### src/hdl/drd_pkg.sv
// Shared types and constants for the detection row decoder.
// Depends on nothing; imported by the front, back and top-level modules.
package drd_pkg;

    localparam int BOX_FIELDS  = 5;
    localparam int CLASS_BITS  = 7;
    localparam int THRESH_BITS = 13;
    localparam int SCALE_BITS  = 16;
    localparam int PIXEL_BITS  = 16;
    localparam int INDEX_BITS  = 3;
    localparam int DATA_BITS   = 16;
    localparam int BOX_FRAC    = 25;

    localparam int POS_CX  = 0;
    localparam int POS_CY  = 1;
    localparam int POS_W   = 2;
    localparam int POS_H   = 3;
    localparam int POS_OBJ = 4;

    typedef enum logic [INDEX_BITS-1:0] {
        REG_CONFIDENCE = 3'd0,
        REG_SCORE      = 3'd1,
        REG_X_SCALE    = 3'd2,
        REG_Y_SCALE    = 3'd3,
        REG_CLASSES    = 3'd4
    } reg_index_t;

    typedef struct packed {
        logic [THRESH_BITS-1:0] conf_level;
        logic [THRESH_BITS-1:0] score_level;
        logic [SCALE_BITS-1:0]  x_scale;
        logic [SCALE_BITS-1:0]  y_scale;
        logic [CLASS_BITS-1:0]  num_classes;
    } cfg_t;

endpackage

### src/hdl/drd_back.sv
// Back end of the detection row decoder: scales the box to image pixels,
// truncates toward zero and saturates. Uses drd_pkg.
module drd_back #(
    parameter int VALUE_BITS = 24
) (
    input  logic                           clk,
    input  logic                           rst_n,
    input  drd_pkg::cfg_t                  cfg,
    input  logic                           in_empty,
    output logic                           in_pop,
    input  logic [drd_pkg::CLASS_BITS-1:0] in_class,
    input  logic signed [VALUE_BITS-1:0]   in_obj,
    input  logic signed [VALUE_BITS+1:0]   in_dx,
    input  logic signed [VALUE_BITS+1:0]   in_dy,
    input  logic signed [VALUE_BITS-1:0]   in_w,
    input  logic signed [VALUE_BITS-1:0]   in_h,
    input  logic                           out_full,
    output logic                           out_push,
    output logic [drd_pkg::CLASS_BITS-1:0] out_class,
    output logic signed [VALUE_BITS-1:0]   out_obj,
    output logic signed [drd_pkg::PIXEL_BITS-1:0] out_left,
    output logic signed [drd_pkg::PIXEL_BITS-1:0] out_top,
    output logic signed [drd_pkg::PIXEL_BITS-1:0] out_width,
    output logic signed [drd_pkg::PIXEL_BITS-1:0] out_height
);
    import drd_pkg::*;

    localparam int VB  = VALUE_BITS;
    localparam int OPW = VB + 2;
    localparam int PW  = OPW + SCALE_BITS + 1;

    logic                  s1_valid_reg, s1_valid_next;
    logic [CLASS_BITS-1:0] s1_class_reg;
    logic signed [VB-1:0]  s1_obj_reg;
    logic signed [PW-1:0]  s1_px_reg, s1_py_reg, s1_pw_reg, s1_ph_reg;

    logic signed [OPW-1:0] w2, h2;
    logic signed [SCALE_BITS:0] xs, ys;

    function automatic logic [PIXEL_BITS-1:0] trunc_sat(input logic signed [PW-1:0] x);
        logic [PW-1:0] mag;
        logic [PW-1:0] sh;
        logic [PW-1:0] neg_sh;
        mag    = x[PW-1] ? ('0 - x) : x;
        sh     = mag >> BOX_FRAC;
        neg_sh = '0 - sh;
        if (x[PW-1])
        begin
            trunc_sat = (sh > PW'(32768)) ? PIXEL_BITS'(16'h8000) : neg_sh[PIXEL_BITS-1:0];
        end
        else
        begin
            trunc_sat = (sh > PW'(32767)) ? PIXEL_BITS'(16'h7fff) : sh[PIXEL_BITS-1:0];
        end
    endfunction

    assign w2 = {in_w[VB-1], in_w, 1'b0};
    assign h2 = {in_h[VB-1], in_h, 1'b0};
    assign xs = $signed({1'b0, cfg.x_scale});
    assign ys = $signed({1'b0, cfg.y_scale});

    assign out_push      = s1_valid_reg && !out_full;
    assign in_pop        = !in_empty && (!s1_valid_reg || !out_full);
    assign s1_valid_next = in_pop ? 1'b1 : (out_push ? 1'b0 : s1_valid_reg);

    assign out_class  = s1_class_reg;
    assign out_obj    = s1_obj_reg;
    assign out_left   = trunc_sat(s1_px_reg);
    assign out_top    = trunc_sat(s1_py_reg);
    assign out_width  = trunc_sat(s1_pw_reg);
    assign out_height = trunc_sat(s1_ph_reg);

    always_ff @(posedge clk or negedge rst_n)
    begin
        if (!rst_n)
        begin
            s1_valid_reg <= 1'b0;
        end
        else
        begin
            s1_valid_reg <= s1_valid_next;
        end
    end

    always_ff @(posedge clk)
    begin
        if (in_pop)
        begin
            s1_class_reg <= in_class;
            s1_obj_reg   <= in_obj;
            s1_px_reg    <= PW'(in_dx) * PW'(xs);
            s1_py_reg    <= PW'(in_dy) * PW'(ys);
            s1_pw_reg    <= PW'(w2) * PW'(xs);
            s1_ph_reg    <= PW'(h2) * PW'(ys);
        end
    end

endmodule

### config.mk
export PLATFORM = sky130hd
export DESIGN_NAME = drd_back
export DESIGN_NICKNAME = d
export VERILOG_FILES = /design/src/hdl/drd_pkg.sv /design/src/hdl/drd_back.sv
export SDC_FILE = /design/constraint.sdc
export NUM_CORES = 2
export LEC_CHECK = 0
export BUFFER_PORTS_ARGS = -buffer_cell sky130_fd_sc_hd__buf_2
export CAP_MARGIN = 40
export CORE_MARGIN = 2
export CORE_UTILIZATION = 45
export CTS_CLUSTER_DIAMETER = 50
export DETAILED_ROUTE_END_ITERATION = 8
export GPL_TIMING_DRIVEN = 0
export PLACE_DENSITY = 0.62
export SYNTH_ARGS = -nofsm -noshare
export SYNTH_HDL_FRONTEND = slang
export SYNTH_SLANG_ARGS = --single-unit
### constraint.sdc
create_clock -name clk -period 16.6 [get_ports clk]
set_input_delay 3.32 -clock clk [delete_from_list [all_inputs] [get_ports clk]]
set_output_delay 3.32 -clock clk [all_outputs]
set_load 0.02 [all_outputs]
==> results by stage <==
Run status:
- The flow ran to the end, and the final reports show no timing, DRC or antenna violations.

Die:
- The floorplan core area is between 100,000 and 150,000 sq um.
- From left edge to right edge, the die measures between 300 and 400 um.
- The floorplan die height is 392 um.
- 297 I/O pins were placed.
- The die covers between 150,000 and 200,000 sq um.
- The number of core rows is 142.
- For this configuration, the core starts out at a cell density of 0.452.

GRT:
- The initial antenna violation count is 21.
- Entering global routing, the biggest net connects 28 pins.
- The busiest layer in global routing is met2.
- The number of global-route vias before repair came to 54,200.
- The total routing resource utilization after global routing is 0.264.
- The first global-routing pass estimated 308 mm of wire.
- The residual overflow from global routing is 0.
- For this run, global-route usage on met3 was measured as 0.0449.
- In the global route stage, met1 resource usage came out at 0.329.
- The global-route met2 utilization is 0.447.

Placement:
- Buffers placed on the I/O ports in this run total 233.
- Once detailed placement completed, the half-perimeter wirelength came to around 170 mm.
- The congestion estimate from routability-driven global placement came to 0.934.

STA:
- Setup repair after global routing left no endpoint under its margin.
- The total negative slack for setup checks is 0 ps.
- Headroom to the max-slew limit came out at 0.349.
- The count of final hold-check violations is 0.
- Counting I/O delays and the setup requirement, the final critical path takes 10,910 ps.
- On the final layout, the worst hold slack is between 500 and 600 ps.
- For this run, the top clock speed supported by timing is between 90 and 100 MHz.
- The clock arrives with 20.7 ps of skew.
- Dividing the final minimum period by the clock period gives 0.657.
- The number of setup violations in the final report is 0.
- For the pin with the worst max-slew slack, the measured transition is 977 ps.
- The number of max-slew violations in the final report was 0.

Detailed routing:
- The number of remaining DRC errors is 0.
- The detailed router finished its first iteration with around 3,200 violations.
- In this run the remaining antenna-violating nets after routing total 0.
- The first detailed-routing pass ran for 8 iterations.
- The wire length after detailed routing is 194 mm.
- Dividing the detail-routed wire length by the instance count gives 19.8 um.
- The total via count after detailed routing is 50,800.
- Dividing the detail-routed via count by the number of cells gives 5.18.

Clocking:
- The root cell of the clock tree is clkbuf_16.
- CTS saw 200 sinks.
- The number of gates resized after CTS was 0.
- The TritonCTS clock tree is built.
- The insertion delay of the later-clocked pin in the worst-skew pair is 540 ps.
- The maximum level of the CTS H-tree is 4.
- The clock passes through at most 2 buffers.
- After clock tree synthesis, the flow added hold-fix buffers numbering 0.
- The clock-pin slew of the registers on the worst-case setup and hold paths is roughly 90 ps.
- Clock tree synthesis inserted a total of 17 buffers.
- In this run the post-CTS setup repair buffer count came out at 0.

Yosys:
- By area, the combinational part of the netlist is dominated by adder cells.
- Counting distinct cell types in the post-synthesis netlist gives between 80 and 90.
- For this run, the leading register cell type out of synthesis is edfxtp_1.
- The portion of netlist area occupied by mux cells is 0.00478.
- The number of nets in the synthesized netlist is 9,657.
- Of the total synthesized cell area, the portion taken by AND, OR, NAND and NOR gates is 0.157.
- The number of cells produced by synthesis is 7,473.
- The synthesized flop and latch total is 200.
- Of the total synthesized cell area, the portion taken by full adders, half adders and majority gates is 0.541.
- After synthesis, the most frequently instantiated cells are inv_1, fa_1, nand2_1.
- Yosys printed 0 warnings.
- The part of the Yosys area used for sequential elements is 0.0888.
- The xor-xnor portion of the synthesized cell area is 0.0242.
- Sorting the synthesized cells by area gives the leading types as fa_1, inv_1, edfxtp_1.
- The mean instance size in the synthesized netlist is ~9 sq um.
- The share of the synthesized area in compound gates (AO/OA/AOI/OAI) is 0.0563.
- The biggest area contributor in the post-synthesis netlist is fa_1.
- The summed instance area of the synthesized netlist is between 60,000 and 70,000 sq um.
- Among all cell types in the netlist, the one instantiated most often is inv_1.
- After synthesis, the share of flip-flops with an asynchronous set or reset is 0.00500.
- The share of the synthesized area in the top cell type is 0.463.
- The count of flip-flops with a built-in enable after synthesis is a little under 200.

Setup path:
- Counting cells, the worst reg-to-reg path comes to 6.
- The critical path contains buffers and inverters numbering 7 combined.
- The terminus of the critical flop-to-flop path is s1_ph_reg[41]$_DFFE_PP_.
- The data required time of the worst path is approximately 17,000 ps.
- The kind of launch point of the worst setup path is a primary input.
- The most frequent cell on the critical path is fa_1.
- The largest individual stage delay along the critical path comes from the cell clkbuf_1.
- The setup slack on the worst flop-to-flop path is between 10,000 and 15,000 ps.
- In this run the critical register-to-register path is launched from s1_valid_reg$_DFFE_PN0P_.
- The type of the setup path with the least slack is primary input to flip-flop.
- The largest fanout on the critical path is 10.
- The kind of cell with the highest combined delay on the critical path is adder cells.
- The arrival time at the worst endpoint is 11,210 ps.
- The endpoint type of the worst setup path is a flip-flop.
- The maximum cell stage delay along the critical path is 700 ps.

Worst hold path:
- The worst hold path was traced through 2 stages.
- The class of the tightest hold or removal check is flip-flop to flip-flop.
- The hold-critical path endpoint is s1_valid_reg$_DFFE_PN0P_.
- The worst hold path begins at s1_valid_reg$_DFFE_PN0P_.

Finish:
- The number of fill cells in the layout is roughly 14,000.
- Of the cells placed in the final design, the portion with a size suffix greater than 1 is 0.0436.
- Compared with the post-synthesis result, the final layout area differs by 7.25%.
- The final design utilization is 0.485.
- For this run, the post-layout net count is just under 10,000.

Flow run:
- Across the run, the number of max-cap violations was 0.
-- worst max-delay path by stage --
stage / start / end / slack, ps / cells past startpoint
global placement: out_full / in_pop / -6590 / 3
detailed placement: cfg[35] / s1_pw_reg[40]$_DFFE_PP_ / 5190 / 25
global route: cfg[35] / s1_pw_reg[40]$_DFFE_PP_ / 5470 / 25
floorplan: out_full / in_pop / 110 / 1
finish: cfg[35] / s1_pw_reg[40]$_DFFE_PP_ / 5690 / 25
CTS: cfg[35] / s1_pw_reg[40]$_DFFE_PP_ / 5780 / 25
-- kinds of logic after synthesis --
logic type / after synthesis
multiplexers: 32
buffers and inverters: 2286
adder cells (fa/ha/maj): 1985
AO/OA/AOI/OAI: 590
flip-flops: 200
XOR/XNOR: 187
AND/OR/NAND/NOR: 2193
-- cells in the final DEF (no fill, tap or decap), types with 13 or more instances in the layout --
cell type | Yosys | routed
buf_6 | 1 | 17
a31oi_1 | 18 | 18
o21bai_1 | 23 | 23
nor3_1 | 39 | 39
nand4_1 | 28 | 28
a211oi_1 | 15 | 15
nor4_1 | 29 | 28
clkbuf_16 | 0 | 17
o21ai_0 | 101 | 101
nand2_1 | 1069 | 1069
and2_1 | 655 | 655
or3_1 | 17 | 17
inv_1 | 1952 | 1952
nand3_1 | 56 | 56
mux2i_1 | 30 | 30
o22ai_1 | 44 | 44
nand2b_1 | 25 | 25
buf_8 | 0 | 13
clkbuf_1 | 325 | 326
o21a_1 | 29 | 29
edfxtp_1 | 199 | 199
ha_1 | 420 | 420
fa_1 | 1564 | 1564
xor2_1 | 51 | 51
buf_2 | 5 | 239
nor2b_1 | 34 | 34
xnor2_1 | 136 | 136
nor2_1 | 162 | 162
a21oi_1 | 168 | 167
and3_1 | 20 | 20
a21o_1 | 84 | 84
-- worst register-to-register path, stage by stage (launching register included) --
cell and delay, ps:
dfrtp_1 420, a21oi_4 180, buf_12 210, buf_16 200
buf_12 210, buf_12 230, buf_12 220
-- through the flow --
step                instances  setup WS (ps)  instance area (sq um)
finish                   9804           5690                  72500
global route             9800           5470                  72500
CTS                      9793           5780                  72400
detailed placement       9761           5190                  71900
global placement         9722          -6590                  71300
floorplan                7473            112                  67600
-- per-layer routing --
layer | part of all wire | routed length [um] | vias up
li1 | - | - | 22600
met1 | 0.38 | 74300 | 26000
met2 | 0.49 | 95500 | 1742
met3 | 0.070 | 13700 | 472
met4 | 0.055 | 10700 | 14
met5 | 0.00047 | 91 | -
-- cell type report --
cell class                      count  area, sq um  area share
Antenna cell                       10         25.0    0.000345
Clock inverter                     14          153     0.00211
Multi-Input combinational cell   4987        53000       0.731
Tap cell                         2016         2520      0.0348
Timing Repair Buffer              273         1750      0.0242
Sequential cell                   200         6000      0.0828
Clock buffer                       18          429     0.00592
Buffer                            333         1260      0.0174
Inverter                         1953         7330       0.101
Power is not shown: default switching activity piles up to over one toggle a cycle in this logic, so the estimate is an artifact.
