===== config.mk =====
export PLATFORM = sky130hd
export DESIGN_NAME = drd_queue
export DESIGN_NICKNAME = d
export VERILOG_FILES = /design/src/hdl/drd_queue.sv
export SDC_FILE = /design/constraint.sdc
export NUM_CORES = 1
export LEC_CHECK = 0
export BUFFER_PORTS_ARGS = -buffer_cell sky130_fd_sc_hd__buf_2
export CAP_MARGIN = 10
export CORE_AREA = 2 2 42 44
export CTS_CLUSTER_SIZE = 40
export DETAILED_ROUTE_END_ITERATION = 16
export DIE_AREA = 0 0 44 46
export PLACE_DENSITY = 0.77
export SLEW_MARGIN = 30
export SYNTH_ARGS = -nofsm -noshare
export SYNTH_HDL_FRONTEND = slang
export SYNTH_SLANG_ARGS = --single-unit
export TNS_END_PERCENT = 10

===== constraint.sdc =====
create_clock -name clk -period 4.35 [get_ports clk]
set_clock_uncertainty 0.05 [all_clocks]
set_input_delay 0.435 -clock clk [delete_from_list [all_inputs] [get_ports clk]]
set_output_delay 0.435 -clock clk [all_outputs]
set_load 0.01 [all_outputs]

===== src/hdl/drd_queue.sv =====
// Small register-based FIFO used between decoder stages and at the result side.
// Depends on nothing; DEPTH must be a power of two.
module drd_queue #(
    parameter int WIDTH = 8,
    parameter int DEPTH = 2
) (
    input  logic             clk,
    input  logic             rst_n,
    input  logic             push,
    input  logic [WIDTH-1:0] push_data,
    output logic             full,
    input  logic             pop,
    output logic [WIDTH-1:0] pop_data,
    output logic             empty
);
    localparam int PTR_BITS = (DEPTH > 1) ? $clog2(DEPTH) : 1;
    localparam int CNT_BITS = $clog2(DEPTH + 1);

    logic [WIDTH-1:0]    mem_reg [DEPTH];
    logic [PTR_BITS-1:0] wr_ptr_reg, wr_ptr_next;
    logic [PTR_BITS-1:0] rd_ptr_reg, rd_ptr_next;
    logic [CNT_BITS-1:0] count_reg, count_next;
    logic                do_push, do_pop;

    assign full     = (count_reg == CNT_BITS'(DEPTH));
    assign empty    = (count_reg == '0);
    assign do_push  = push && !full;
    assign do_pop   = pop && !empty;
    assign pop_data = mem_reg[rd_ptr_reg];

    always_comb
    begin
        wr_ptr_next = do_push ? wr_ptr_reg + PTR_BITS'(1) : wr_ptr_reg;
        rd_ptr_next = do_pop ? rd_ptr_reg + PTR_BITS'(1) : rd_ptr_reg;
        count_next  = count_reg;
        if (do_push && !do_pop)
        begin
            count_next = count_reg + CNT_BITS'(1);
        end
        else if (do_pop && !do_push)
        begin
            count_next = count_reg - CNT_BITS'(1);
        end
    end

    always_ff @(posedge clk or negedge rst_n)
    begin
        if (!rst_n)
        begin
            wr_ptr_reg <= '0;
            rd_ptr_reg <= '0;
            count_reg  <= '0;
        end
        else
        begin
            wr_ptr_reg <= wr_ptr_next;
            rd_ptr_reg <= rd_ptr_next;
            count_reg  <= count_next;
        end
    end

    always_ff @(posedge clk)
    begin
        if (do_push)
        begin
            mem_reg[wr_ptr_reg] <= push_data;
        end
    end

endmodule


==> metrics.cfg, run 1 <==
[outcome]
status = completed

[floorplanning]
initial_core_util = 0.484
die_x_microns = 44
die-area_sq_um = 2020
rows = 15
io_pins = 22
die_h_microns = 46
coreArea_sq_um = 1610

[placement]
hpwl_microns = 833
place_inst = 81
post-place-ws_ps = 2700
place_congestion = 0.643
portBuffers = 21

[setup_path]
ff2ff_path_depth = 3
cp-end-kind = output port
crit_buf_inv = 1
critPathRequiredTime_ps = 3870
worstSetupStartpointType = flop
path_depth = 2
crit_fanout = 9
max_stage_delay_ps = 590
criticalPathCategory = flop to output port
cpLargestDelayFamily = flip-flops
worstPathArrival_ps = 1390
worstPathCellList = mux2_2 > buf_2
slowest_stage = dfrtp_1

[synth]
synth-async-reset-ratio = 0.200
synth_top_area_cell = edfxtp_1
syn_inst = 44
synth_nets = 57
synth_cell_type_count = 15
netlist_area_sq_um = 782
synth_common_cells = edfxtp_1 (16), mux2_1 (6), dfrtp_1 (4)
ys_seq_area_frac = 0.742
synth_area_leaders = edfxtp_1 (61%), dfrtp_1 (13%), mux2_1 (8.6%), mux2_2 (2.9%), xnor2_1 (2.2%)
synth_top_area_frac = 0.614
ys.flop_type = edfxtp_1
yosysMostFrequentCell = edfxtp_1
synth_edf_count = 16
syn-mean-instance-area_sq_um = 17.8
ys.warnings.count = 0
synth.ff_latch_count = 20

[finish]
n_antenna_cell = 0
area_growth_pct = 20.2
n_fill_cell = 138
largest_reg_flops = 16
layout.cells.non_filler = 86
drive_above_1_share = 0.406
nets = 83

[detailed_routing]
vias = 416
drt-pass1-iter-count = 3
drc = 0
viasPerCell = 4.84
drt_iter0_markers = 14
antenna_left = 0
wl_per_cell_microns = 13.1
wirelength_microns = 1130

[pwr]
p_sw_mw = 0.186
p_comb_frac = 0.330
cell_internal_pwr_mw = 0.402
seqPwrFrac = 0.525
swShare = 0.316
p_leak_nw = 0.393
power.total_mw = 0.588
max-vdd-ir-drop_mv = 0.320
clockPowerShare = 0.145
power_density_nw_per_um2 = 626

[cts]
clock_latency_ps = 290
cts_tree = yes
clock_sinks = 20
htreeDepth = 1
postCtsSetupBuffers = 0
clk_path_buf_depth = 2
ctsResizeCount = 0
cts_root_buffer = clkbuf_4
cts_buffers = 3
path_clk_slew_ps = 100
cts_hold_buf = 1

[global_routing]
grt_pass1_wl_microns = 1660
antenna_found_initial = 0
grt_usage = 0.123
grt_max_degree = 12
overflow = 0
grt_pass1_vias = 420

[timing]
finalSetupViolations = 0
period_share = 0.432
finalHoldViolCount = 0
max_freq_mhz = 532
finalSetupTns_ps = 0
rsz0062_at_grt = no
drv_slew = 0
whs_ps = 278
setup_slack_ps = 2470
period_minus_slack_ps = 1880
tightest_slew_ps = 647
slew_headroom = 0.567

[worst_hold_path]
holdPathStages = 1
holdCritPathClass = primary input to flop

[flow_run]
cap_viol_max_count = 0

[placed cells by master, fill, tap and decap left out, types with 2 or more instances in the layout]
master and count:
buf_2 21, xnor2_1 2, edfxtp_1 16, mux2_1 6, mux2_2 2, xor2_1 2
dfrtp_1 4, nor2_1 3, inv_1 2, clkbuf_4 3
[worst paths after layout]
path | from | slack (ps) | end
max | rd_ptr_reg$_DFFE_PN0P_ | 2470 | pop_data[7]
min | push_data[3] | 280 | mem_reg[1][3]$_DFFE_PP_
max reg2reg | count_reg[0]$_DFFE_PN0P_ | 2720 | mem_reg[0][4]$_DFFE_PP_
min reg2reg | count_reg[1]$_DFFE_PN0P_ | 480 | count_reg[1]$_DFFE_PN0P_
max in group asynchronous | rst_n | 3710 | rd_ptr_reg$_DFFE_PN0P_
min in group asynchronous | rst_n | 410 | wr_ptr_reg$_DFFE_PN0P_
[routing by layer]
metal  vias to the layer above  part of all wire  wire, microns  global-route usage
met1                       194              0.40            452               0.128
met4                         0            0.0089             10               0.109
met2                        12              0.54            608               0.212
met5                         -                 0              0                   0
met3                         2             0.048             54              0.0238
li1                        208                 -              -                   -
[power groups by stage]
stage	Clock [mW]	Sequential [mW]	Combinational, mW
2_1_floorplan	0	0.292	0.151
3_5_place_dp	0	0.314	0.194
3_3_place_gp	0	0.311	0.191
5_1_grt	0.0977	0.316	0.213
4_1_cts	0.0898	0.310	0.198
6_report	0.0855	0.308	0.194
[logic make-up (layout without fill, tap and decap cells)]
logic type / Yosys count / in the layout / synth area share
flops: 20 / 20 / 0.742
buf+inv: 3 / 28 / 0.0160
simple gates: 6 / 6 / 0.0384
xor+xnor: 5 / 5 / 0.0656
fa+ha+maj: 1 / 1 / 0.0160
mux: 8 / 8 / 0.115
compound gates: 1 / 1 / 0.00639
[per-stage QoR]
step           utilization  cell area (sq um)
2_1_floorplan            -                782
4_1_cts              0.582                940
3_3_place_gp         0.560                903
6_report             0.582                940
5_1_grt              0.582                940
3_5_place_dp         0.560                903
[area by class of cell]
class	instances	area [sq um]	area share
flip-flops and latches	20	581	0.618
multi-input cells	21	189	0.201
repair buffers	22	115	0.123
clock buffers	4	26.3	0.0280
well taps	17	21.3	0.0226
inverters	2	7.51	0.00799
No activity file was read; power rests on OpenSTA's default activity.
==> inputs of run 2 (changes only) <==
--- a/config.mk
+++ b/config.mk
@@ -7,11 +7,11 @@
 export LEC_CHECK = 0
 export BUFFER_PORTS_ARGS = -buffer_cell sky130_fd_sc_hd__buf_2
 export CAP_MARGIN = 10
-export CORE_AREA = 2 2 42 44
+export CORE_AREA = 2 2 46 48
 export CTS_CLUSTER_SIZE = 40
 export DETAILED_ROUTE_END_ITERATION = 16
-export DIE_AREA = 0 0 44 46
-export PLACE_DENSITY = 0.77
+export DIE_AREA = 0 0 48 50
+export PLACE_DENSITY = 0.68
 export SLEW_MARGIN = 30
 export SYNTH_ARGS = -nofsm -noshare
 export SYNTH_HDL_FRONTEND = slang
==> constraint.sdc (replaced) <==
create_clock -name clk -period 1.5 [get_ports clk]
set_clock_uncertainty 0.05 [all_clocks]
set_input_delay 0.15 -clock clk [delete_from_list [all_inputs] [get_ports clk]]
set_output_delay 0.15 -clock clk [all_outputs]
set_load 0.01 [all_outputs]
==> run 2 against run 1 <==
Design area increased by 16%. Sequential cell count unchanged. Sequential power increased to 2.9 times the previous value. First-iteration DRC count decreased by 57%. Non-clock buffer count increased by 13. Register-to-register slack got worse by 2700 ps. Combinational power increased to 3.6 times the previous value. Die area increased by 19%. Sequential share of layout area decreased by 8.5 points. Clock-buffer cell count unchanged. Critical path type unchanged.
==> metrics.cfg, run 2 (synthesis gave the netlist of run 1 again) <==
[timing]
finalHoldViolCount = 0  ; unchanged
period_minus_slack_ps = 1480
setup_slack_ps = 19.9  ; -2450 ps
slew_headroom = 0.748  ; +0.181
tightest_slew_ps = 377  ; -269 ps
rsz0062_at_grt = yes
period_share = 0.987
max_freq_mhz = 676
drv_slew = 0  ; unchanged
finalSetupViolations = 0  ; unchanged

[placement]
place_inst = 95  ; +17%
place_congestion = 0.648  ; +0.75%
hpwl_microns = 844  ; +1.3%
post-place-ws_ps = 72.9  ; -2630 ps
dpl_cell_area_sq_um = 946  ; +4.7%
portBuffers = 21  ; unchanged

[floorplanning]
coreArea_sq_um = 1900  ; +18%
initial_core_util = 0.411  ; -0.0733
io_pins = 22  ; unchanged
rows = 16  ; +1
die-area_sq_um = 2400  ; +19%
die_h_microns = 50  ; +8.7%
die_x_microns = 48  ; +9.1%

[cts]
clk_path_buf_depth = 2  ; unchanged
htreeDepth = 1  ; unchanged
clock_latency_ps = 280  ; about the same
cts_root_buffer = clkbuf_4
clock_sinks = 20  ; unchanged
path_clk_slew_ps = 100  ; about the same
cts_buffers = 3  ; unchanged
cts_tree = yes

[pwr]
p_comb_frac = 0.370  ; +0.040
power_density_nw_per_um2 = 1730  ; +180%
max-vdd-ir-drop_mv = 1.05  ; +230%
p_sw_mw = 0.576  ; +210%
cell_internal_pwr_mw = 1.31  ; +230%
clockPowerShare = 0.159  ; +0.014
seqPwrFrac = 0.472  ; -0.053
p_leak_nw = 0.463  ; +18%
swShare = 0.305  ; -0.0111

[global_routing]
grt_max_degree = 12  ; unchanged
grt_pass1_vias = 469  ; +12%
overflow = 0  ; unchanged
grt_pass1_wl_microns = 1900  ; +14%
antenna_found_initial = 0  ; unchanged
grt_usage = 0.114  ; -0.00904

[outcome]
status = completed

[setup_path]
slowest_stage = dfrtp_2
max_stage_delay_ps = 510  ; -80 ps
critPathRequiredTime_ps = 1300  ; -2570 ps
reg2reg_slack_ps = 70  ; -2650 ps
crit_fanout = 9  ; unchanged
worstPathArrival_ps = 1280  ; -110 ps
r2r_end = count_reg[1]$_DFFE_PN0P_
ff2ff_path_depth = 6  ; +3
cpLargestDelayFamily = flip-flops
cp-end-kind = output port
worstReg2RegStart = count_reg[0]$_DFFE_PN0P_
worstSetupStartpointType = flop
worstPathCellList = mux2_2 > buf_2
crit_buf_inv = 1  ; unchanged
criticalPathCategory = flop to output port

[finish]
final_cell_area_sq_um = 1090  ; +16%
n_antenna_cell = 0  ; unchanged
layout.cells.non_filler = 109  ; +27%
mostFrequentLayoutCell = buf_2
nets = 96  ; +16%
largest_reg_flops = 16  ; unchanged
final_cell_mix = buf_2 (20), edfxtp_1 (16), dlygate4sd3_1 (9)
area_growth_pct = 39.5
n_fill_cell = 166  ; +20%
utilization = 0.574  ; -0.00849
drive_above_1_share = 0.427  ; +0.0210

[detailed_routing]
drc = 0  ; unchanged
antenna_left = 0  ; unchanged
wirelength_microns = 1220  ; +7.9%
drt-pass1-iter-count = 2  ; -1
drt_iter0_markers = 6  ; -8
wl_per_cell_microns = 11.1  ; -15%
vias = 470  ; +13%
viasPerCell = 4.31  ; -11%

[worst_hold_path]
holdCritPathClass = primary input to asynchronous set/reset pin

[flow_run]
cap_viol_max_count = 0  ; unchanged

==> run 2: metrics by stage <==
stage          total power, mW  hold WS, ps  setup TNS, ps
2_1_floorplan             1.28         -196              0
3_3_place_gp              1.52        -89.1              0
3_5_place_dp              1.54        -89.2              0
4_1_cts                   1.89        0.654          -1.90
5_1_grt                   2.01          126           -377
6_report                  1.89          133              0
==> run 2: timing repair <==
item	CTS	global route
hold buffers	8	1
buffers inserted	1	0
endpoints found under the hold margin	18	2
setup endpoints to repair	8	9
gates resized for setup	2	1
==> run 2: how the worst max path moves through the flow <==
| stage | startpoint | endpoint | cells past startpoint |
|---|---|---|---|
| floorplan | count_reg[0]$_DFFE_PN0P_ | mem_reg[0][0]$_DFFE_PP_ | 3 |
| global placement | count_reg[0]$_DFFE_PN0P_ | count_reg[1]$_DFFE_PN0P_ | 6 |
| detailed placement | count_reg[0]$_DFFE_PN0P_ | count_reg[1]$_DFFE_PN0P_ | 6 |
| CTS | rd_ptr_reg$_DFFE_PN0P_ | pop_data[7] | 2 |
| global route | rd_ptr_reg$_DFFE_PN0P_ | pop_data[5] | 2 |
| finish | rd_ptr_reg$_DFFE_PN0P_ | pop_data[7] | 2 |
==> run 2: layout make-up <==
class | count | area (sq um) | area share
clock buffer | 4 | 36.3 | 0.0333
timing repair buffer | 35 | 239 | 0.219
sequential | 20 | 582 | 0.533
multi-input combinational | 21 | 193 | 0.177
tap | 27 | 33.8 | 0.0310
inverter | 2 | 7.51 | 0.00688
==> run 2: worst register-to-register path: cells and delay by family (launching register included) <==
kind | cells | cell delay (ps)
flip-flops | 1 | 400
adder cells (fa/ha/maj) | 1 | 320
buffers and inverters | 1 | 40
XOR/XNOR | 1 | 150
AND/OR/NAND/NOR | 3 | 400
==> run 2: metal layers <==
metal,up-vias,share of wire,global-route usage,wire [microns]
met5,-,0,0,0
met4,0,0,0.0405,0
met2,15,0.50,0.180,603
met1,219,0.46,0.146,556
li1,236,-,-,-
met3,0,0.045,0.0330,55
==> run 2: power by group through the flow <==
| stage | Sequential [mW] | Combinational, mW | Clock, mW |
|---|---|---|---|
| floorplan | 0.846 | 0.438 | 0 |
| global placement | 0.894 | 0.623 | 0 |
| detailed placement | 0.903 | 0.641 | 0 |
| CTS | 0.895 | 0.687 | 0.307 |
| global route | 0.911 | 0.761 | 0.338 |
| finish | 0.891 | 0.698 | 0.299 |
