===== src/hdl/drd_pkg.sv =====
// Shared types and constants for the detection row decoder.
// Depends on nothing; imported by the front, back and top-level modules.
package drd_pkg;

    localparam int BOX_FIELDS  = 5;
    localparam int CLASS_BITS  = 7;
    localparam int THRESH_BITS = 13;
    localparam int SCALE_BITS  = 16;
    localparam int PIXEL_BITS  = 16;
    localparam int INDEX_BITS  = 3;
    localparam int DATA_BITS   = 16;
    localparam int BOX_FRAC    = 25;

    localparam int POS_CX  = 0;
    localparam int POS_CY  = 1;
    localparam int POS_W   = 2;
    localparam int POS_H   = 3;
    localparam int POS_OBJ = 4;

    typedef enum logic [INDEX_BITS-1:0] {
        REG_CONFIDENCE = 3'd0,
        REG_SCORE      = 3'd1,
        REG_X_SCALE    = 3'd2,
        REG_Y_SCALE    = 3'd3,
        REG_CLASSES    = 3'd4
    } reg_index_t;

    typedef struct packed {
        logic [THRESH_BITS-1:0] conf_level;
        logic [THRESH_BITS-1:0] score_level;
        logic [SCALE_BITS-1:0]  x_scale;
        logic [SCALE_BITS-1:0]  y_scale;
        logic [CLASS_BITS-1:0]  num_classes;
    } cfg_t;

endpackage


===== src/hdl/drd_front.sv =====
// Front end of the detection row decoder: tracks row position, latches box
// fields, keeps the running best class and tests thresholds. Uses drd_pkg.
module drd_front #(
    parameter int MAX_CLASSES = 80,
    parameter int VALUE_BITS  = 24
) (
    input  logic                           clk,
    input  logic                           rst_n,
    input  logic                           accept,
    input  logic signed [VALUE_BITS-1:0]   value,
    input  drd_pkg::cfg_t                  cfg,
    output logic                           rec_push,
    output logic [drd_pkg::CLASS_BITS-1:0] rec_class,
    output logic signed [VALUE_BITS-1:0]   rec_obj,
    output logic signed [VALUE_BITS+1:0]   rec_dx,
    output logic signed [VALUE_BITS+1:0]   rec_dy,
    output logic signed [VALUE_BITS-1:0]   rec_w,
    output logic signed [VALUE_BITS-1:0]   rec_h
);
    import drd_pkg::*;

    localparam int POS_BITS = $clog2(MAX_CLASSES + BOX_FIELDS);
    localparam int VB       = VALUE_BITS;

    logic [POS_BITS-1:0]   pos_reg, pos_next;
    logic signed [VB-1:0]  cx_reg, cx_next;
    logic signed [VB-1:0]  cy_reg, cy_next;
    logic signed [VB-1:0]  w_reg, w_next;
    logic signed [VB-1:0]  h_reg, h_next;
    logic signed [VB-1:0]  obj_reg, obj_next;
    logic signed [VB+1:0]  dx_reg, dx_next;
    logic signed [VB+1:0]  dy_reg, dy_next;
    logic signed [VB-1:0]  best_reg, best_next;
    logic [CLASS_BITS-1:0] class_reg, class_next;

    logic [CLASS_BITS-1:0] count;
    logic [POS_BITS-1:0]   last_pos;
    logic                  take_score;
    logic signed [VB-1:0]  best_cand;
    logic [CLASS_BITS-1:0] class_cand;
    logic                  row_end;
    logic                  pass;

    always_comb
    begin
        if (cfg.num_classes == '0)
        begin
            count = CLASS_BITS'(1);
        end
        else if (cfg.num_classes > CLASS_BITS'(MAX_CLASSES))
        begin
            count = CLASS_BITS'(MAX_CLASSES);
        end
        else
        begin
            count = cfg.num_classes;
        end
    end

    assign last_pos   = POS_BITS'(BOX_FIELDS - 1) + POS_BITS'(count);
    assign take_score = (pos_reg == POS_BITS'(BOX_FIELDS)) || (value > best_reg);
    assign best_cand  = take_score ? value : best_reg;
    assign class_cand = take_score ? CLASS_BITS'(pos_reg - POS_BITS'(BOX_FIELDS))
                                   : class_reg;
    assign row_end    = (pos_reg >= POS_BITS'(BOX_FIELDS)) && (pos_reg >= last_pos);
    assign pass       = (obj_reg >= VB'($signed({1'b0, cfg.conf_level})))
                     && (best_cand > VB'($signed({1'b0, cfg.score_level})));

    assign rec_push  = accept && row_end && pass;
    assign rec_class = class_cand;
    assign rec_obj   = obj_reg;
    assign rec_dx    = dx_reg;
    assign rec_dy    = dy_reg;
    assign rec_w     = w_reg;
    assign rec_h     = h_reg;

    always_comb
    begin
        pos_next   = pos_reg;
        cx_next    = cx_reg;
        cy_next    = cy_reg;
        w_next     = w_reg;
        h_next     = h_reg;
        obj_next   = obj_reg;
        dx_next    = dx_reg;
        dy_next    = dy_reg;
        best_next  = best_reg;
        class_next = class_reg;
        if (accept)
        begin
            case (pos_reg)
                POS_BITS'(POS_CX):  cx_next = value;
                POS_BITS'(POS_CY):  cy_next = value;
                POS_BITS'(POS_W):
                begin
                    w_next  = value;
                    dx_next = {cx_reg[VB-1], cx_reg, 1'b0} - {{2{value[VB-1]}}, value};
                end
                POS_BITS'(POS_H):
                begin
                    h_next  = value;
                    dy_next = {cy_reg[VB-1], cy_reg, 1'b0} - {{2{value[VB-1]}}, value};
                end
                POS_BITS'(POS_OBJ): obj_next = value;
                default:
                begin
                    best_next  = best_cand;
                    class_next = class_cand;
                end
            endcase
            if (row_end)
            begin
                pos_next   = '0;
                best_next  = '0;
                class_next = '0;
            end
            else
            begin
                pos_next = pos_reg + POS_BITS'(1);
            end
        end
    end

    always_ff @(posedge clk or negedge rst_n)
    begin
        if (!rst_n)
        begin
            pos_reg   <= '0;
            cx_reg    <= '0;
            cy_reg    <= '0;
            w_reg     <= '0;
            h_reg     <= '0;
            obj_reg   <= '0;
            dx_reg    <= '0;
            dy_reg    <= '0;
            best_reg  <= '0;
            class_reg <= '0;
        end
        else
        begin
            pos_reg   <= pos_next;
            cx_reg    <= cx_next;
            cy_reg    <= cy_next;
            w_reg     <= w_next;
            h_reg     <= h_next;
            obj_reg   <= obj_next;
            dx_reg    <= dx_next;
            dy_reg    <= dy_next;
            best_reg  <= best_next;
            class_reg <= class_next;
        end
    end

endmodule


===== config.mk =====
export PLATFORM = sky130hd
export DESIGN_NAME = drd_front
export DESIGN_NICKNAME = d
export VERILOG_FILES = /design/src/hdl/drd_pkg.sv /design/src/hdl/drd_front.sv
export SDC_FILE = /design/constraint.sdc
export NUM_CORES = 1
export LEC_CHECK = 0
export ABC_CLOCK_PERIOD_IN_PS = 4950
export BUFFER_PORTS_ARGS = -buffer_cell sky130_fd_sc_hd__buf_2
export CORE_MARGIN = 5
export CORE_UTILIZATION = 25
export DETAILED_ROUTE_END_ITERATION = 12
export PLACE_DENSITY_LB_ADDON = 0.1
export SYNTH_ARGS = -nofsm -noshare
export SYNTH_HDL_FRONTEND = slang
export SYNTH_SLANG_ARGS = --single-unit
export TNS_END_PERCENT = 1

===== constraint.sdc =====
create_clock -name clk -period 4.95 [get_ports clk]
set_input_delay 0.2475 -clock clk [delete_from_list [all_inputs] [get_ports clk]]
set_output_delay 0.2475 -clock clk [all_outputs]
set_load 0.005 [all_outputs]

==> out/qor.txt, run 1 <==
Overall power = 9.65 mW
GRT overflow = 0
Clock slew at reported path FFs = 0.06 ns
Max Fanout on Critical Path = 8
Initial DRC count = 511
Post-layout min period = 4.70 ns
Combinational Power Share = 47.8%
Worst-Margin Slew = 0.999 ns
Filler cell count = 5148
Crit end category = output port
Commonest non-fill, non-tap cell in the layout = dfrtp_1
DP Area = 0.0137 mm^2
Dpl hpwl = 29.5 mm
CTS Root Cell = clkbuf_16
Switching part of the total = 39.9%
Antenna violations before repair = 3
Synthesized Nets = 1499
Clock power frac = 21.4%
Worst path slowest cell = dfrtp_1
TritonCTS Sinks = 208
Lkg Pwr = 7.34 nW
Syn Area/Cell = 9.30 um^2
Worst-Skew Late Latency = 0.55 ns
Initial Util = 25.3%
# nets final = 1711
Internal Power = 5.80 mW
Largest net degree at the start of global routing = 106
Routed wire per std cell = 18.5 um
Post-route insts no fill = 2144
Outcome = finished clean
Routed WL = 39.6 mm
Die width = 229 um
DR DRC count = 0
Peak VDD IR = 0.000270 V
Synth Register Bits = 208
Yosys cell types = 64
# rows = 80
Post-synth EDFFs = 0
Cells after DPL = 2070
Layout cells sized above 1 = 20.8%
Setup_tns = 0 ns
Total GRT Usage = 14.7%
H-tree Lvls = 1
Port bufs = 191
Most used DFF post-synth = dfrtp_1
Setup Skew = 0.00807 ns
Clock Tree Buf Depth = 3
Detail Route Antenna Nets = 0
RSZ-0062 raised after global routing = false
Total CTS buffers = 27
Max-Cap Viols = 0
Vias/cell = 4.66
Fin. Hold Viols = 0
Core area = 0.0476 mm^2
Pwr/cell area = 646 mW/mm^2
Sequential share of the synthesized area = 43.2%
Die height = 229 um
Final slew viol count = 0
Cell Area, Synth = 0.0120 mm^2
Area growth from synthesis to final layout = 24.1%
Register area = 0.00520 mm^2
DR pass1 iterations = 6
Critical Path RT = 4.70 ns
CTS tree = yes
Area of the multi-input gates = 0.00631 mm^2
Die area = 0.0526 mm^2
Final setup fails = 0
Worst Path Buf+Inv = 2
Period utilisation layout = 95.0%
Yosys warns = 0
Sw power = 3.85 mW
Wire length of the first global-routing pass = 61.4 mm
Slowest cell delay on critical path = 0.37 ns
Final Util = 31.3%
Worst-path cell chain = inv_1 -> ha_1 -> a21o_1 -> a21o_1 -> a21oi_1 -> o211ai_1 -> mux2_4 -> or2_4 -> nand2_1 -> o21ai_1 -> ha_1 -> nor2b_1 -> o21a_1 -> o211ai_1 -> nand3_1 -> a21oi_2 -> o2111ai_2 -> a21boi_2 -> nor4b_2 -> buf_2
Crit path max-delay family = compound AO/OA/AOI/OAI gates
RD Place Congestion = 0.785
Most frequent cells in the layout = dfrtp_1, nand2_1, buf_2
Worst slew margin = 33.4%
Reg power frac = 30.9%
Fmax achieved = 0.213 GHz
# IOs = 224
Mapped Cells = 1294
Asr flop ratio synth = 100%
Vias in the first global route = 10100
Design Area, Final = 0.0149 mm^2
Worst min-delay path class = in2reg
CP Launch Type = register
Arr. time, crit path = 4.45 ns
Critical path type = reg2out
DR vias = 9984
## worst paths after layout
| check | cells past startpoint | to | slack [ns] | start |
|---|---|---|---|---|
| min in group asynchronous | 2 | rec_dy[24] | 0.40 | rst_n |
| worst max-delay path | 20 | rec_push | 0.25 | best_reg[21] |
| worst min-delay path | 2 | best_reg[13] | 0.06 | value[13] |
| max in group asynchronous | 3 | rec_obj[9] | 3.37 | rst_n |
| worst max register to register | 12 | best_reg[23] | 1.63 | best_reg[21] |
| worst min register to register | 2 | rec_dx[22] | 0.47 | rec_dx[22] |
## per-layer routing
layer	GRT usage, %	wire [um]	up-vias
li1	-	-	4997
met1	19.6	18100	4755
met2	24.8	18900	182
met3	3.07	1790	46
met4	3.06	817	4
met5	0	21	-
## cells in the mapped netlist (all sizes together) (6+ instances only)
| master | n | share of area [%] |
|---|---|---|
| a31oi | 8 | 0.42 |
| dfrtp | 208 | 43 |
| a211oi | 8 | 0.50 |
| o31ai | 12 | 0.75 |
| nand2b | 9 | 0.47 |
| xor2 | 28 | 2.0 |
| a21o | 24 | 1.5 |
| o211ai | 7 | 0.44 |
| o21ai | 189 | 7.9 |
| inv | 92 | 2.9 |
| nor3 | 14 | 0.68 |
| ha | 111 | 12 |
| and2 | 6 | 0.31 |
| clkbuf | 39 | 1.2 |
| xnor2 | 18 | 1.3 |
| o21a | 16 | 1.0 |
| a22o | 31 | 2.3 |
| nand3 | 15 | 0.67 |
| buf | 15 | 1.1 |
| nand4 | 13 | 0.68 |
| mux2 | 29 | 2.7 |
| nor2 | 48 | 1.5 |
| a21oi | 60 | 2.5 |
| nand2 | 202 | 6.3 |
| nor2b | 13 | 0.68 |
| nor4 | 12 | 0.75 |
## what timing repair did
item	4_1_cts	5_1_grt
endpoints found under the setup margin	1	1
gates cloned	0	1
hold endpoints to repair	129	0
pin swaps	0	12
resized for setup	2	21
setup buffers	0	4
hold buffers	17	0
## metrics by stage
step                      setup slack (ns)  hold slack (ns)
after floorplan                       1.06          -0.0481
after global placement               0.503            0.456
after detailed placement             0.448            0.455
after CTS                           0.0153           0.0145
after global routing                0.0219           0.0397
final                                0.250           0.0606
## power groups by stage
stage          Sequential (mW)  Combinational [mW]  Clock (mW)
2_1_floorplan             2.93                3.01           0
3_3_place_gp              3.01                4.51           0
3_5_place_dp              3.03                4.54           0
4_1_cts                   3.00                4.58        2.14
5_1_grt                   3.09                5.26        2.20
6_report                  2.98                4.61        2.06
## cell families (layout without fill, tap and decap cells)
kind of cell    Yosys count  count (layout)  synth area share (%)
other cells               0               3                     0
fa+ha+maj               113             113                  11.9
xor+xnor                 46              46                  3.35
simple gates            359             360                  13.6
mux                      32              32                  2.96
compound gates          390             390                  19.7
buf+inv                 146             377                  5.23
flops                   208             208                  43.2
## worst register-to-register path: cells and delay by family, from the launching register on
family,cells,cell delay (ns)
buf+inv,3,0.50
fa+ha+maj,1,0.28
compound gates,5,0.83
flops,1,0.37
simple gates,2,0.92
mux,1,0.35
## layout make-up
class	instances	area share, %
Antenna cell	3	0.0503
Clock buffer	33	4.94
Clock inverter	16	1.26
Inverter	92	2.31
Multi-Input combinational cell	941	42.2
Sequential cell	208	34.9
Tap cell	615	5.15
Timing Repair Buffer	236	9.20
(Power assumes the default switching activity.)
==> inputs of run 2 (changes only) <==
PLACE_DENSITY = 0.54   (was default)
PLACE_DENSITY_LB_ADDON = default   (was 0.1)
SLEW_MARGIN = 5   (was default)
TNS_END_PERCENT = 20   (was 1)
==> run 2 against run 1 <==
Routed wire length is 4.7% lower. Sequential power barely moved. First-iteration DRC count grew 7.8%. Sequential share of layout area down 0.12 points. Utilization increased by 0.11 points. Via count rose by 0.24%. Global-route usage shrank 0.80 points. Power increased by 0.36%. Register-to-register slack better by 0.08 ns. Worst hold slack got worse by 0.016 ns. Critical path depth unchanged.
==> out/qor.txt, run 2 (synthesized netlist as in run 1, its figures left out) <==
Outcome = finished clean
Most frequent cells in the layout = dfrtp_1, nand2_1, buf_2
Max-Cap Viols = 0 (unchanged)
Clock power frac = 21.9% (+0.5 points)
GRT overflow = 0 (unchanged)
DR DRC count = 0 (unchanged)
Die height = 229 um (unchanged)
RR Startpoint = best_reg[5]
Routed wire per std cell = 17.6 um (-4.8%)
Crit path max-delay family = simple AND/OR/NAND/NOR gates
Detail Route Antenna Nets = 0 (unchanged)
Most used cell along the critical path = nand2_1
# rows = 80 (unchanged)
Antenna violations before repair = 3 (unchanged)
Worst path slowest cell = dfrtp_1
Post-route insts no fill = 2145 (+0.047%)
Final slew viol count = 0 (unchanged)
Initial Util = 25.3% (unchanged)
Area growth from synthesis to final layout = 24.5%
Worst-Skew Late Latency = 0.55 ns (about the same)
Initial DRC count = 551 (+7.8%)
Layout cells sized above 1 = 21.3% (+0.44 points)
Critical path type = reg2out
Die width = 229 um (unchanged)
Worst setup path end = rec_push
Vias/cell = 4.67 (+0.19%)
Reg power frac = 30.4% (-0.5 points)
Critical Path RT = 4.70 ns (about the same)
CP startpoint = best_reg[22]
Final setup fails = 0 (unchanged)
Fin. Hold Viols = 0 (unchanged)
DR pass1 iterations = 5 (-1)
Commonest non-fill, non-tap cell in the layout = dfrtp_1
Vias in the first global route = 10100 (+0.28%)
Combinational Power Share = 47.7% (about the same)
Dpl ws = 0.425 ns (-0.0237 ns)
Setup Skew = 0.0252 ns (+0.0171 ns)
Wire length of the first global-routing pass = 58.5 mm (-4.6%)
CTS Root Cell = clkbuf_16
Largest net degree at the start of global routing = 105 (-0.94%)
Die area = 0.0526 mm^2 (unchanged)
Arr. time, crit path = 4.42 ns (-0.03 ns)
Core area = 0.0476 mm^2 (unchanged)
Slowest cell delay on critical path = 0.37 ns (about the same)
Worst path depth = 20 (unchanged)
Cells after DPL = 2077 (+0.34%)
CTS tree = yes
Internal Power = 5.88 mW (+1.5%)
RD Place Congestion = 0.812 (+3.5%)
TritonCTS Sinks = 208 (unchanged)
Critical R2R Capture = best_reg[2]
Final worst slack = 0.286 ns (+0.0357 ns)
Sw power = 3.80 mW (-1.3%)
Overall power = 9.68 mW (+0.36%)
DR vias = 10000 (+0.24%)
Max Fanout on Critical Path = 8 (unchanged)
Peak VDD IR = 0.000328 V (+21%)
Post-layout min period = 4.66 ns (-0.0357 ns)
# IOs = 224 (unchanged)
# nets final = 1713 (+0.12%)
Fmax achieved = 0.214 GHz (+0.76%)
Worst Path Buf+Inv = 3 (+1)
Clock Tree Buf Depth = 3 (unchanged)
FF-to-FF setup slack = 1.71 ns (+0.08 ns)
Dpl hpwl = 28.8 mm (-2.1%)
Routed WL = 37.8 mm (-4.7%)
Worst-Margin Slew = 0.940 ns (-0.0595 ns)
Total CTS buffers = 26 (-3.7%)
Switching part of the total = 39.2% (-0.66 points)
Port bufs = 191 (unchanged)
Filler cell count = 4958 (-3.7%)
CP Launch Type = register
Clock slew at reported path FFs = 0.05 ns (about the same)
Worst reg2reg path depth = 12 (unchanged)
Total GRT Usage = 13.9% (-0.80 points)
Worst Hold Depth = 2 (unchanged)
Worst min-delay path class = in2reg
Crit end category = output port
Period utilisation layout = 94.2% (-0.72 points)
Final Util = 31.4% (+0.11 points)
Worst slew margin = 37.3% (+4.0 points)
Worst-path cell chain = inv_1 -> ha_1 -> and4_4 -> nand2_1 -> a2bb2oi_2 -> o211ai_1 -> mux2_4 -> or2_4 -> buf_4 -> nand2_1 -> o21ai_1 -> ha_1 -> nand2_1 -> nor2_1 -> nand3_1 -> o21ai_0 -> o2111ai_2 -> a21oi_2 -> nor4b_2 -> buf_2
Pwr/cell area = 646 mW/mm^2 (about the same)
H-tree Lvls = 1 (unchanged)
Lkg Pwr = 7.36 nW (+0.25%)
==> run 2: what timing repair did <==
item	CTS	global route
hold buffers	14	0
resized for setup	3	21
pin swaps	0	14
setup buffers	0	4
hold endpoints to repair	121	0
gates cloned	0	1
setup endpoints to repair	1	1
==> run 2: layout make-up <==
cell class                 count  area [um^2]  area share, %
inverter                      92          345           2.30
clock inverter                15          253           1.69
timing repair buffer         239         1370           9.16
multi-input combinational    941         6320           42.2
antenna                        3         7.51         0.0501
clock buffer                  32          713           4.76
tap                          615          769           5.14
sequential                   208         5200           34.7
==> run 2: power by group through the flow <==
stage	registers [mW]	clock network (mW)	logic (mW)
after floorplan	2.93	0	3.01
after global placement	2.96	0	4.45
after detailed placement	2.98	0	4.53
after CTS	2.96	2.19	4.57
after global routing	3.05	2.25	5.23
final	2.95	2.12	4.62
==> run 2: worst min path at each step <==
stage	start	end	slack (ns)
after CTS	value[21]	best_reg[21]	0.001
after global placement	rst_n	rec_obj[10]	0.38
after global routing	value[19]	best_reg[19]	0.04
after detailed placement	rst_n	rec_obj[6]	0.42
after floorplan	rst_n	best_reg[0]	-0.05
final	value[19]	best_reg[19]	0.04
==> run 2: routing by layer <==
layer	routed length, um	GRT usage [%]
met1	17500	18.7
met2	17600	23.1
met5	0	0
met3	1990	3.36
met4	659	2.42
==> run 2: through the flow <==
step                  TNS, ns  cell area [um^2]  hold slack, ns
CTS                         0             14800         0.00140
global route        -0.000699             15000          0.0389
finish                      0             15000          0.0445
floorplan                   0             12000         -0.0481
detailed placement          0             13700           0.415
global placement            0             13700           0.379
==> inputs of run 3 (changes only) <==
ABC_AREA = 1   (was default)
==> run 3 against run 2 <==
Clock skew shrank 0.0054 ns. Sequential share of layout area is 0.069 points lower. Register-to-register slack improved by 0.02 ns. First-iteration DRC count increased by 12%. Clock power is 7% lower. Global-route usage grew 0.66 points. Highest routed layer is now met5. Flip-flop and latch count unchanged. Design area rose by 0.20%. Critical endpoint unchanged. Clock-buffer cell count rose by 6. Combinational power up 4.5%. Maximum frequency increased by 3.1%.
==> out/qor.txt, run 3 <==
Outcome = finished clean
Sequential share of the synthesized area = 41.9% (-1.4 points)
Worst Path Buf+Inv = 4 (+1)
Critical path type = reg2out
Commonest non-fill, non-tap cell in the layout = nand2_1
Most frequent cells after synthesis = nand2_1, dfrtp_1, o21ai_0
Period utilisation layout = 91.4% (-2.8 points)
Mapped Cells = 1546 (+19%)
Post-layout min period = 4.53 ns (-0.139 ns)
Port bufs = 191 (unchanged)
Register area = 0.00520 mm^2 (unchanged)
Filler cell count = 5358 (+8.1%)
Overall power = 9.74 mW (+0.65%)
Top post-synthesis cells by area = dfrtp_1, nand2_1, ha_1
DP Area = 0.0141 mm^2 (+2.5%)
Dpl hpwl = 30.4 mm (+5.4%)
Vias in the first global route = 10700 (+5.7%)
DR vias = 10900 (+9.3%)
Die area = 0.0543 mm^2 (+3.2%)
H-tree Lvls = 1 (unchanged)
# IOs = 224 (unchanged)
Worst path depth = 28 (+40%)
Post-synth top area share = 41.9% (-1.4 points)
Clock Tree Buf Depth = 3 (unchanged)
Max Fanout on Critical Path = 13 (+5)
Lkg Pwr = 7.84 nW (+6.5%)
CP startpoint = best_reg[15]
Most numerous cell in the Yosys netlist = nand2_1
RSZ-0062 raised after global routing = false
Area of the multi-input gates = 0.00633 mm^2 (+0.12%)
Syn Area/Cell = 8.04 um^2 (-14%)
Critical Path RT = 4.70 ns (about the same)
Most used cell along the critical path = nand2_1
Vias/cell = 4.54 (-2.8%)
Slowest cell delay on critical path = 0.32 ns (-0.05 ns)
Fin. Hold Viols = 0 (unchanged)
Worst-Margin Slew = 0.960 ns (+0.0199 ns)
Setup_tns = 0 ns (unchanged)
Fmax achieved = 0.221 GHz (+3.1%)
Antenna diodes = 0 (-3)
Crit path max-delay family = simple AND/OR/NAND/NOR gates
CP Launch Type = register
Layout cells sized above 1 = 16.5% (-4.8 points)
Cell Area, Synth = 0.0124 mm^2 (+3.3%)
CTS Root Cell = clkbuf_16
Arr. time, crit path = 4.28 ns (-0.14 ns)
DR pass1 iterations = 5 (unchanged)
Total GRT Usage = 14.6% (+0.66 points)
Antenna violations before repair = 2 (-1)
Synthesized Nets = 1751 (+17%)
Worst Hold Depth = 2 (unchanged)
Final Util = 30.6% (-0.84 points)
Clock slew at reported path FFs = 0.06 ns (about the same)
Die height = 233 um (+1.6%)
WHS Endpoint = pos_reg[1]
Worst slew margin = 36.0% (-1.3 points)
Post-synth EDFFs = 0 (unchanged)
Final setup fails = 0 (unchanged)
DR DRC count = 0 (unchanged)
Hold path startpoint = accept
TritonCTS Sinks = 208 (unchanged)
Worst-Skew Late Latency = 0.56 ns (about the same)
RD Place Congestion = 0.866 (+6.7%)
RR Startpoint = pos_reg[0]
# rows = 81 (+1.3%)
Initial DRC count = 618 (+12%)
Setup Skew = 0.0198 ns (-0.00541 ns)
Synth area leader = dfrtp_1
GRT overflow = 0 (unchanged)
Wire length of the first global-routing pass = 62.1 mm (+6.0%)
CTS tree = yes
FF-to-FF setup slack = 1.73 ns (+0.02 ns)
Detail Route Antenna Nets = 0 (unchanged)
Worst min-delay path class = in2reg
Total CTS buffers = 26 (unchanged)
Yosys warns = 0 (unchanged)
Final worst slack = 0.425 ns (+0.139 ns)
Worst reg2reg path depth = 12 (unchanged)
Worst path slowest cell = dfrtp_1
Final slew viol count = 0 (unchanged)
Peak VDD IR = 0.000344 V (+5.0%)
Routed wire per std cell = 16.8 um (-4.6%)
Most frequent cells in the layout = nand2_1, dfrtp_1, o21ai_0
Dpl ws = 0.661 ns (+0.236 ns)
Initial Util = 25.3% (+0.084 points)
Crit end category = output port
Design Area, Final = 0.0150 mm^2 (+0.20%)
Area growth from synthesis to final layout = 20.8%
Most used DFF post-synth = dfrtp_1
Critical R2R Capture = best_reg[22]
Die width = 233 um (+1.6%)
Pwr/cell area = 649 mW/mm^2 (+0.45%)
Largest net degree at the start of global routing = 91 (-13%)
Yosys cell types = 49 (-23%)
Routed WL = 40.5 mm (+7.3%)
Core area = 0.0491 mm^2 (+3.0%)
Synth Register Bits = 208 (unchanged)
Asr flop ratio synth = 100% (unchanged)
Max-Cap Viols = 0 (unchanged)
# nets final = 1935 (+13%)
-- run 3: how the worst max path moves through the flow --
stage / endpoint / slack, ns
after floorplan: rec_push / 1.63
after global placement: rec_push / 0.67
final: rec_push / 0.42
after detailed placement: rec_push / 0.66
after CTS: rec_push / 0.04
after global routing: rec_push / 0.06
-- run 3: kinds of logic (layout without fill, tap and decap cells) --
group / count (synthesis) / in the layout / synth area share, %
compound gates: 367 / 367 / 16.7
xor+xnor: 33 / 33 / 2.32
fa+ha+maj: 113 / 113 / 11.5
buf+inv: 233 / 433 / 7.53
flops: 208 / 208 / 41.9
simple gates: 592 / 594 / 20.1
-- run 3: cell type report --
class                   instances  area share (%)
clock buffers                  38            4.97
well taps                     664            5.53
clock inverters                 8           0.900
repair buffers                206            7.28
multi-input cells            1107            42.1
inverters                     181            4.53
flip-flops and latches        208            34.7
-- run 3: timing repair --
action / CTS / global route
hold buffers: 1 / 0
buffers inserted: 0 / 2
gates resized for setup: 0 / 2
setup endpoints to repair: 0 / 1
hold endpoints to repair: 43 / 0
-- run 3: worst register-to-register path, delay by kind of cell, from the launching register on --
kind | cells | cell delay, ns
and+or+nand+nor | 7 | 1.66
buffers and inverters | 2 | 0.49
DFF | 1 | 0.42
adders and majority gates | 1 | 0.31
AOI/OAI and AO/OA | 2 | 0.25
-- run 3: power by group --
part | switching, mW | internal, mW
clock network | 0.785 | 1.20
registers | 0.473 | 2.46
logic | 2.94 | 1.89
total | 4.20 | 5.55
-- run 3: metal layers --
metal  vias to the layer above  routed length [um]  GRT usage, %
li1                       5527                   -             -
met4                         2                1060          3.66
met3                        49                2000          2.62
met2                       264               18900          24.4
met5                         -                   7             0
met1                      5097               18500          19.5
-- run 3: per-stage QoR --
stage	hold WS [ns]	cells
2_1_floorplan	-0.0481	1546
3_3_place_gp	0.209	2361
3_5_place_dp	0.220	2361
4_1_cts	0.0121	2408
5_1_grt	0.0550	2412
6_report	0.0433	2412
